**src/rtl/core/gwm_pkg.sv**
```systemverilog
package gwm_pkg;

    // Fixed widths of the request and result fields
    localparam int REQ_IDX_BITS = 4;
    localparam int WEIGHT_IN_BITS = 16;
    localparam int RES_IDX_BITS = 4;
    localparam int MASK_BITS = 16;
    localparam int COUNT_BITS = 5;

    // Largest request/resource count that the index and mask fields can reach
    localparam int FIELD_SLOTS = 16;

    localparam logic [COUNT_BITS-1:0] COUNT_MAX = 5'd31;

    typedef enum logic {
        CMD_LOAD  = 1'b0,
        CMD_OFFER = 1'b1
    } cmd_t;

endpackage

```
**src/rtl/core/gwm_argmax.sv**
```systemverilog
module gwm_argmax
    import gwm_pkg::*;
#(
    parameter int N = 16,
    parameter int W = 16
)
(
    input  logic [W-1:0]                    cand [N],
    output logic                            found,
    output logic [$clog2(2**$clog2(N))-1:0] best_idx
);

    localparam int LEAVES = 2**$clog2(N);
    localparam int IW = $clog2(LEAVES);

    logic [W-1:0]  node_w   [2*LEAVES];
    logic [IW-1:0] node_idx [2*LEAVES];

    // Compare tree: a right (higher index) child wins only when strictly larger
    always_comb
    begin
        node_w[0] = '0;
        node_idx[0] = '0;
        for (int k = 0; k < LEAVES; k++)
        begin
            node_w[LEAVES + k] = (k < N) ? cand[k] : '0;
            node_idx[LEAVES + k] = IW'(k);
        end
        for (int i = LEAVES - 1; i >= 1; i--)
        begin
            if (node_w[2*i + 1] > node_w[2*i])
            begin
                node_w[i] = node_w[2*i + 1];
                node_idx[i] = node_idx[2*i + 1];
            end
            else
            begin
                node_w[i] = node_w[2*i];
                node_idx[i] = node_idx[2*i];
            end
        end
    end

    assign found = (node_w[1] != '0);
    assign best_idx = node_idx[1];

endmodule

```
**src/rtl/core/greedy_max_weight_matcher.sv**
```systemverilog
// A request is captured in the input register when accepted and shows its result (done
// high) from the result register behind it.
// Throughput: one request per cycle; busy stays low, so start may be held high every cycle.
// The receiver cannot stall: every result is on the ports for exactly one cycle.
// Reset (rst_n low, asynchronous) clears all weights, link flags and the match count.
module greedy_max_weight_matcher
    import gwm_pkg::*;
#(
    parameter int NUM_REQUESTS = 16,
    parameter int NUM_RESOURCES = 16,
    parameter int WEIGHT_BITS = 16
)
(
    input  logic                    clk,
    input  logic                    rst_n,
    input  logic                    start,
    output logic                    busy,
    input  logic                    cmd,
    input  logic [REQ_IDX_BITS-1:0] request_index,
    input  logic [WEIGHT_IN_BITS-1:0] weight,
    input  logic [RES_IDX_BITS-1:0] resource_index,
    input  logic [MASK_BITS-1:0]    edge_mask,
    output logic                    done,
    output logic                    granted,
    output logic [REQ_IDX_BITS-1:0] granted_request,
    output logic [COUNT_BITS-1:0]   match_count
);

    // Only indices the 4-bit fields and the 16-bit mask can name are ever used,
    // so storage is cut at the field range.
    localparam int REQ_USED = (NUM_REQUESTS < FIELD_SLOTS) ? NUM_REQUESTS : FIELD_SLOTS;
    localparam int RES_USED = (NUM_RESOURCES < FIELD_SLOTS) ? NUM_RESOURCES : FIELD_SLOTS;
    localparam int REQ_IDX_W = $clog2(REQ_USED);
    localparam int RES_IDX_W = $clog2(RES_USED);

    // ------------------------------------------------------------------
    // Input register: capture every accepted request
    // ------------------------------------------------------------------
    logic                      in_valid_reg;
    cmd_t                      cmd_reg;
    logic [REQ_IDX_BITS-1:0]   req_idx_reg;
    logic [WEIGHT_BITS-1:0]    weight_reg;
    logic [RES_IDX_BITS-1:0]   res_idx_reg;
    logic [MASK_BITS-1:0]      mask_reg;

    logic accept;

    // The datapath takes a new request every cycle
    assign busy = 1'b0;
    assign accept = start && !busy;

    always_ff @(posedge clk or negedge rst_n)
    begin
        if (!rst_n)
        begin
            in_valid_reg <= 1'b0;
        end
        else
        begin
            in_valid_reg <= accept;
        end
    end

    // Payload needs no reset; hold it when nothing is accepted
    always_ff @(posedge clk)
    begin
        if (accept)
        begin
            cmd_reg <= cmd_t'(cmd);
            req_idx_reg <= request_index;
            // Keep only the low WEIGHT_BITS bits (zero-extend if wider)
            weight_reg <= WEIGHT_BITS'(weight);
            res_idx_reg <= resource_index;
            mask_reg <= edge_mask;
        end
    end

    // ------------------------------------------------------------------
    // Matcher state
    // ------------------------------------------------------------------
    logic [WEIGHT_BITS-1:0] weight_q_reg [REQ_USED];
    logic [WEIGHT_BITS-1:0] weight_q_next [REQ_USED];
    logic [REQ_USED-1:0]    req_linked_reg;
    logic [REQ_USED-1:0]    req_linked_next;
    logic [RES_USED-1:0]    res_linked_reg;
    logic [RES_USED-1:0]    res_linked_next;
    logic [COUNT_BITS-1:0]  links_made_reg;
    logic [COUNT_BITS-1:0]  links_made_next;

    // ------------------------------------------------------------------
    // Masked maximum search over the stored weights
    // ------------------------------------------------------------------
    logic [WEIGHT_BITS-1:0] cand [REQ_USED];
    logic                   found;
    logic [REQ_IDX_W-1:0]   best_idx;

    always_comb
    begin
        for (int r = 0; r < REQ_USED; r++)
        begin
            cand[r] = mask_reg[r] ? weight_q_reg[r] : '0;
        end
    end

    gwm_argmax #(
        .N (REQ_USED),
        .W (WEIGHT_BITS)
    ) u_argmax (
        .cand     (cand),
        .found    (found),
        .best_idx (best_idx)
    );

    // ------------------------------------------------------------------
    // Grant decision and state update
    // ------------------------------------------------------------------
    logic                 is_load;
    logic                 is_offer;
    logic                 load_ok;
    logic                 res_ok;
    logic [REQ_IDX_W-1:0] load_idx;
    logic [RES_IDX_W-1:0] res_idx;
    logic                 grant;

    assign is_load  = in_valid_reg && (cmd_reg == CMD_LOAD);
    assign is_offer = in_valid_reg && (cmd_reg == CMD_OFFER);
    // Drop loads and offers whose index lies past the configured count
    assign load_ok  = (32'(req_idx_reg) < NUM_REQUESTS);
    assign res_ok   = (32'(res_idx_reg) < NUM_RESOURCES);
    assign load_idx = req_idx_reg[REQ_IDX_W-1:0];
    assign res_idx  = res_idx_reg[RES_IDX_W-1:0];

    // The chosen request is final: if it or the resource is busy, no grant
    assign grant = is_offer && res_ok && found
                   && !res_linked_reg[res_idx] && !req_linked_reg[best_idx];

    always_comb
    begin
        weight_q_next = weight_q_reg;
        req_linked_next = req_linked_reg;
        res_linked_next = res_linked_reg;
        links_made_next = links_made_reg;
        if (is_load && load_ok)
        begin
            weight_q_next[load_idx] = weight_reg;
        end
        if (grant)
        begin
            req_linked_next[best_idx] = 1'b1;
            res_linked_next[res_idx] = 1'b1;
            // Saturate the link count
            if (links_made_reg != COUNT_MAX)
            begin
                links_made_next = links_made_reg + 1'b1;
            end
        end
    end

    always_ff @(posedge clk or negedge rst_n)
    begin
        if (!rst_n)
        begin
            for (int r = 0; r < REQ_USED; r++)
            begin
                weight_q_reg[r] <= '0;
            end
            req_linked_reg <= '0;
            res_linked_reg <= '0;
            links_made_reg <= '0;
        end
        else
        begin
            weight_q_reg <= weight_q_next;
            req_linked_reg <= req_linked_next;
            res_linked_reg <= res_linked_next;
            links_made_reg <= links_made_next;
        end
    end

    // ------------------------------------------------------------------
    // Result register: one strobe per request, loads included
    // ------------------------------------------------------------------
    logic                    done_reg;
    logic                    granted_reg;
    logic [REQ_IDX_BITS-1:0] granted_request_reg;

    always_ff @(posedge clk or negedge rst_n)
    begin
        if (!rst_n)
        begin
            done_reg <= 1'b0;
            granted_reg <= 1'b0;
            granted_request_reg <= '0;
        end
        else
        begin
            done_reg <= in_valid_reg;
            granted_reg <= grant;
            // Report request zero whenever nothing was granted
            granted_request_reg <= grant ? REQ_IDX_BITS'(best_idx) : '0;
        end
    end

    assign done = done_reg;
    assign granted = granted_reg;
    assign granted_request = granted_request_reg;
    // The count register already holds the post-request total while done is high
    assign match_count = links_made_reg;

endmodule

```
**config.mk**
```make
export PLATFORM = sky130hd
export DESIGN_NAME = greedy_max_weight_matcher
export DESIGN_NICKNAME = d
export VERILOG_FILES = /design/src/rtl/core/gwm_pkg.sv /design/src/rtl/core/gwm_argmax.sv /design/src/rtl/core/greedy_max_weight_matcher.sv
export SDC_FILE = /design/constraint.sdc
export NUM_CORES = 1
export LEC_CHECK = 0
export BUFFER_PORTS_ARGS = -buffer_cell sky130_fd_sc_hd__buf_4
export CORE_MARGIN = 3
export CORE_UTILIZATION = 60
export DETAILED_ROUTE_END_ITERATION = 7
export MAX_ROUTING_LAYER = met4
export PLACE_DENSITY = 0.76
export SYNTH_ARGS = -nofsm -noshare
export SYNTH_HDL_FRONTEND = slang
export SYNTH_SLANG_ARGS = --single-unit
```
**constraint.sdc**
```tcl
create_clock -name clk -period 16 [get_ports clk]
set_input_delay 2.4 -clock clk [delete_from_list [all_inputs] [get_ports clk]]
set_output_delay 2.4 -clock clk [all_outputs]
set_load 0.05 [all_outputs]
```
Word level (Yosys, flattened, before mapping)
Cells that the tools add are included.

Register bits after elaboration: 341. Latch bits: 0. Bits in writable memories: 0. ROM bits: 0. Input port bits: 44. Output and inout bits: 12. Logic and storage cells: 125. Memories kept: 0.

Add/subtract/negate cells: 1. $mul: 0. Div/mod/pow operators: 0. Magnitude comparators: 21. Equal/unequal tests: 1. Shifts and indexed selects: 0. Mux-type cells: 58. Bitwise logic cells: 4. Reductions and logical operators: 12.

Operators by type and width (count): $mux W16 (32); $bwmux W256 (1); $gt A16 B16 Y1 (15); $demux W16 S4 (1); $or A16 B16 Y16 (2); $reduce_bool A16 Y1 (1); $mux W1 (12); $lt A4 B5 Y1 const B (2); $bmux W1 S4 (2); $demux W1 S4 (2); $ge A4 B1 Y1 const B (2); $logic_and A1 B1 Y1 (8); $mux W2 (4); $mux W4 (2); $mux W3 (2); $add A5 B1 Y5 const B (1); $ge A5 B5 Y1 const B (1); $lt A5 B1 Y1 const B (1); $ne A5 B5 Y1 const B (1); $not A4 Y5 (1); $logic_not A1 Y1 (2); $reduce_and A2 Y1 (1); $not A1 Y1 (1).

Logic depth before layout (Yosys ltp)
Depth in word-level cells: 14. Gate-level depth with buffers: 49. Gate-level depth less buffers: 40.

Modules after synthesis
Synthesis repeated with hierarchy kept, for this count alone.

Cells, all modules: 2344. Area total of the unflattened synthesis: 23681.5 µm².

Modules (own cells, without submodules): greedy_max_weight_matcher (times used 1, cells each 1029, area an instance 14433.8 µm², seq. area each 8738.4 µm²); gwm_argmax (times used 1, cells each 1315, area an instance 9247.6 µm², seq. area each 0.0 µm²).

Worst setup path before layout
Ideal clock, no wire load.

Path kind: reg-to-reg. From: reg mask_reg[2]. To: reg links_made_reg[1], in the netlist match_count[1]. Library setup time: 0.125 ns. Data arrival time: 10.674 ns. Data required time: 15.875 ns. Setup slack: 5.202 ns. Cell stages (with the launch flop): 47. Path buffers: 9. Period minus slack after synthesis: 10.798 ns. Cell sequence: edfxtp_1 > clkbuf_1 > buf_1 > nand2_1 > ha_1 > nand4_1 > nor4_1 > a21bo_2 > and3_1 > or2_2 > buf_2 > clkbuf_1 > clkbuf_1 > nand3_1 > o21ai_0 > ha_1 > a21oi_1 > nand2_1 > (+11 left out) > clkbuf_1 > buf_1 > nor2_1 > a21oi_1 > ha_1 > a21o_1 > a21o_1 > a221oi_1 > a21oi_1 > a31oi_1 > o2111ai_2 > nand4_4 > mux4_2 > nand2_1 > o31ai_4 > nor4_4 > and2b_1 > mux2_2.

Longest elaborated chain between the ends: 14. Elaborated cells between the ends (all ways): 21. Classes of those cells: order compare (4); mux (11); reduce/logical (6).

RTL lines: start: declaration (RTL line greedy_max_weight_matcher.sv:44) `logic [MASK_BITS-1:0] mask_reg;`; start signal: assignment (RTL line greedy_max_weight_matcher.sv:74) `mask_reg <= edge_mask;`; $mux W16 * (RTL line greedy_max_weight_matcher.sv:101) `cand[r] = mask_reg[r] ? weight_q_reg[r] : '0;`; $gt A16 B16 Y1 (RTL line gwm_argmax.sv:31) `if (node_w[2*i + 1] > node_w[2*i])`; $mux W16 (RTL line gwm_argmax.sv:31); $gt A16 B16 Y1 (RTL line gwm_argmax.sv:31); $mux W16 (RTL line gwm_argmax.sv:31); $gt A16 B16 Y1 (RTL line gwm_argmax.sv:31); $mux W16 (RTL line gwm_argmax.sv:31); $gt A16 B16 Y1 (RTL line gwm_argmax.sv:31); $mux W4 or $mux W16 (tied branches) (RTL line gwm_argmax.sv:31); $bmux W1 S4 or $reduce_bool A16 Y1 (tied branches) (RTL line greedy_max_weight_matcher.sv:135, gwm_argmax.sv:44); $mux W1 (not written as such) or $logic_and A1 B1 Y1 (tied branches) (RTL line greedy_max_weight_matcher.sv:135, greedy_max_weight_matcher.sv:134); $logic_not A1 Y1 or $logic_and A1 B1 Y1 (tied branches) (RTL line greedy_max_weight_matcher.sv:135) `&& !res_linked_reg[res_idx] && !req_linked_reg[best_idx];`; $logic_and A1 B1 Y1 * (RTL line greedy_max_weight_matcher.sv:135); $reduce_and A2 Y1 (no source line) *; end signal: assignment (RTL line greedy_max_weight_matcher.sv:176) `links_made_reg <= links_made_next;`; end: declaration (RTL line greedy_max_weight_matcher.sv:87) `logic [COUNT_BITS-1:0] links_made_reg;`.

Every way passes the cells marked *; elsewhere a longest branch is shown, timed or not. The select of a mux whose other input is x is not followed. A chain may end at the register's enable or synchronous reset.

Final worst setup path
From: reg mask_reg[9]. To: reg links_made_reg[4], in the netlist match_count[4].

Same word-level chain as after synthesis.

==> results.json <==
{
  "status": "finished clean",
  "hpwl_mm": 47.68,
  "avgViaCountPerCell": 6.374,
  "final.setup_skew_ps": 17.19,
  "postRouteAntennaNets": 0,
  "h-tree-depth": 2,
  "start_util_pct": 61.10,
  "track_usage_pct": 33.48,
  "drive_gt1_share_pct": 20.03,
  "syn_nets": 2635,
  "slew_headroom_pct": 13.97,
  "cp_slowest_cell": "o31a_1",
  "io_buffers": 54,
  "core_area_um2": 37840,
  "setup_violations": 0,
  "area_growth_syn_to_layout_pct": 9.140,
  "cp-end-kind": "flip-flop",
  "ys_warn_count": 0,
  "synth-edff-count": 41,
  "fin_crit_ps": 12910,
  "syn_inst": 2349,
  "cts_tree": "built",
  "place.gp.congestion": 1.007,
  "synth_ff_type": "dfrtp_1",
  "cp_num_buf_inv": 1,
  "clk_pin_slew_ps": 60,
  "cts_hold_buffers": 0,
  "cts_made_buffers": 38,
  "critical_path_class": "flip-flop to flip-flop",
  "via_count": 18400,
  "rows": 71,
  "routed_wl_mm": 66.66,
  "largest_register_ffs": 256,
  "cts_root_buf": "clkbuf_16",
  "grt_pass1_wl_mm": 104.0,
  "cts_setup_buffers": 0,
  "final_cell_mix": "nand2_1 (334), dfrtp_1 (300), mux2_2 (280), ha_1 (242), a21oi_1 (145)",
  "drc": 0,
  "grt_overflow_total": 0,
  "num-fill-cells": 3016,
  "cp-start-kind": "flip-flop",
  "worst_slew_pin_slew_ps": 1290,
  "hold_viol_final": 0,
  "fmax_ghz": 0.07748,
  "ys_seq_area_share_pct": 37.79,
  "period_share_pct": 80.66,
  "arrival_ps": 13350,
  "grt_pass1_vias": 18030,
  "crit_family": "compound AO/OA/AOI/OAI gates",
  "drv_cap": 0,
  "die_area_um2": 40930,
  "cpPeakStageDelay_ps": 910,
  "synthArstFlopShare_pct": 87.98,
  "yosys.cell_types.count": 89,
  "hold_class": "flip-flop to flip-flop",
  "ys_ff_latch": 341,
  "fp.dieW_um": 202.3,
  "drt_first_pass_iters": 7,
  "clock_sinks": 341,
  "cts_buffer_depth": 3,
  "n_antenna_cell": 0,
  "drv_slew": 0,
  "grt_max_degree": 97,
  "first_iter_violations": 1535,
  "layout.nets": 2633,
  "antenna_found_initial": 1,
  "clk_latency_ps": 580,
  "fin_setup_tns_ps": 0,
  "fin_util_pct": 66.68,
  "cp_max_fo": 26,
  "grt_setup_unrepaired": "false",
  "dieHeight_um": 202.3,
  "synth_area_um2": 23120,
  "wl_per_cell_um": 23.09,
  "worstPathRequired_ps": 16450,
  "ioPinCount": 56,
  "post_cts_resized": 0,
  "layout_commonest_cell": "nand2_1",
  "syn_avg_cell_area_um2": 9.843
}
-- area by class of cell --
type                       count  area [µm²]  area share, %
clock buffer                  53        1132          4.487
clock inverter                16       216.5         0.8578
inverter                     137       514.2          2.038
multi-input combinational   1755       13430          53.22
sequential                   341        8738          34.63
tap                          511       639.4          2.534
timing repair buffer          74       563.0          2.231
-- path summary, 6_finish.rpt --
check | from | to | slack [ps] | cells after the start
worst min register to register | in_valid_reg$_DFF_PN0_ | done$_DFF_PN0_ | 440 | 0
max in group asynchronous | rst_n | weight_q_reg[93]$_DFFE_PN0P_ | 11910 | 3
min in group asynchronous | rst_n | weight_q_reg[172]$_DFFE_PN0P_ | 1820 | 1
worst max-delay path | mask_reg[9]$_DFFE_PP_ | match_count[4]$_DFFE_PN0P_ | 3090 | 36
worst min-delay path | in_valid_reg$_DFF_PN0_ | done$_DFF_PN0_ | 440 | 0
worst max register to register | mask_reg[9]$_DFFE_PP_ | match_count[4]$_DFFE_PN0P_ | 3090 | 36
-- stage by stage --
stage	setup WS, ps	hold WS [ps]	instance area [µm²]	std cells
finish	3094	441.1	25230	2887
detailed placement	3367	428.3	23890	2818
global placement	3615	427.4	23890	2818
global route	2229	480.0	25230	2887
CTS	3307	447.5	25230	2887
floorplan	5202	387.7	23120	2349
-- worst register-to-register path: cells and delay by family (launching register included) --
family / cells / cell delay, ps
AND/OR/NAND/NOR: 15 / 4270
buffers and inverters: 1 / 310
flip-flops: 1 / 690
AO/OA/AOI/OAI: 14 / 5360
multiplexers: 2 / 760
adder cells (fa/ha/maj): 4 / 1410
-- metal layers --
metal | wire [µm] | GRT usage (%) | vias to the layer above
met5 | 0 | - | -
met4 | 2560 | 11.71 | 0
met1 | 29860 | 46.64 | 9089
li1 | - | - | 8531
met2 | 29450 | 49.84 | 653
met3 | 4786 | 5.701 | 129
-- cell usage after synthesis, types with 10 or more instances --
cell type  instances  area [µm²]
nand2_1          334        1254
dfrtp_1          300        7507
mux2_2           280        3153
ha_1             242        3028
a21oi_1          145       725.7
inv_1            137       514.2
clkbuf_1          97       364.1
o21ai_0           85       425.4
nor2_1            79       296.5
and2_1            68       425.4
mux2i_1           64       640.6
nand4_1           57       356.6
edfxtp_1          41        1231
nor3_1            40       200.2
nand3_1           39       195.2
nor2b_1           22       137.6
o211ai_1          21       157.7
o21bai_1          18       135.1
nor4_1            17       106.4
a21o_1            16       120.1
o31ai_1           14       105.1
a31oi_1           12       75.07
a31o_2            11       96.34
and3_1            10       62.56
o221ai_1          10       87.58
o31a_1            10       87.58
-- logic make-up after synthesis --
kind of cell | after synthesis | share of synthesized area [%]
and+or+nand+nor | 716 | 14.90
DFF | 341 | 37.79
AOI/OAI and AO/OA | 442 | 12.77
buffers and inverters | 253 | 4.226
other | 1 | 0.01622
muxes | 351 | 17.09
xor gates and xnor gates | 3 | 0.1137
adders and majority gates | 242 | 13.10
Power is left out: the tool's default activity adds up to more than one toggle a clock period on the data nets, which glitch-free logic cannot reach.
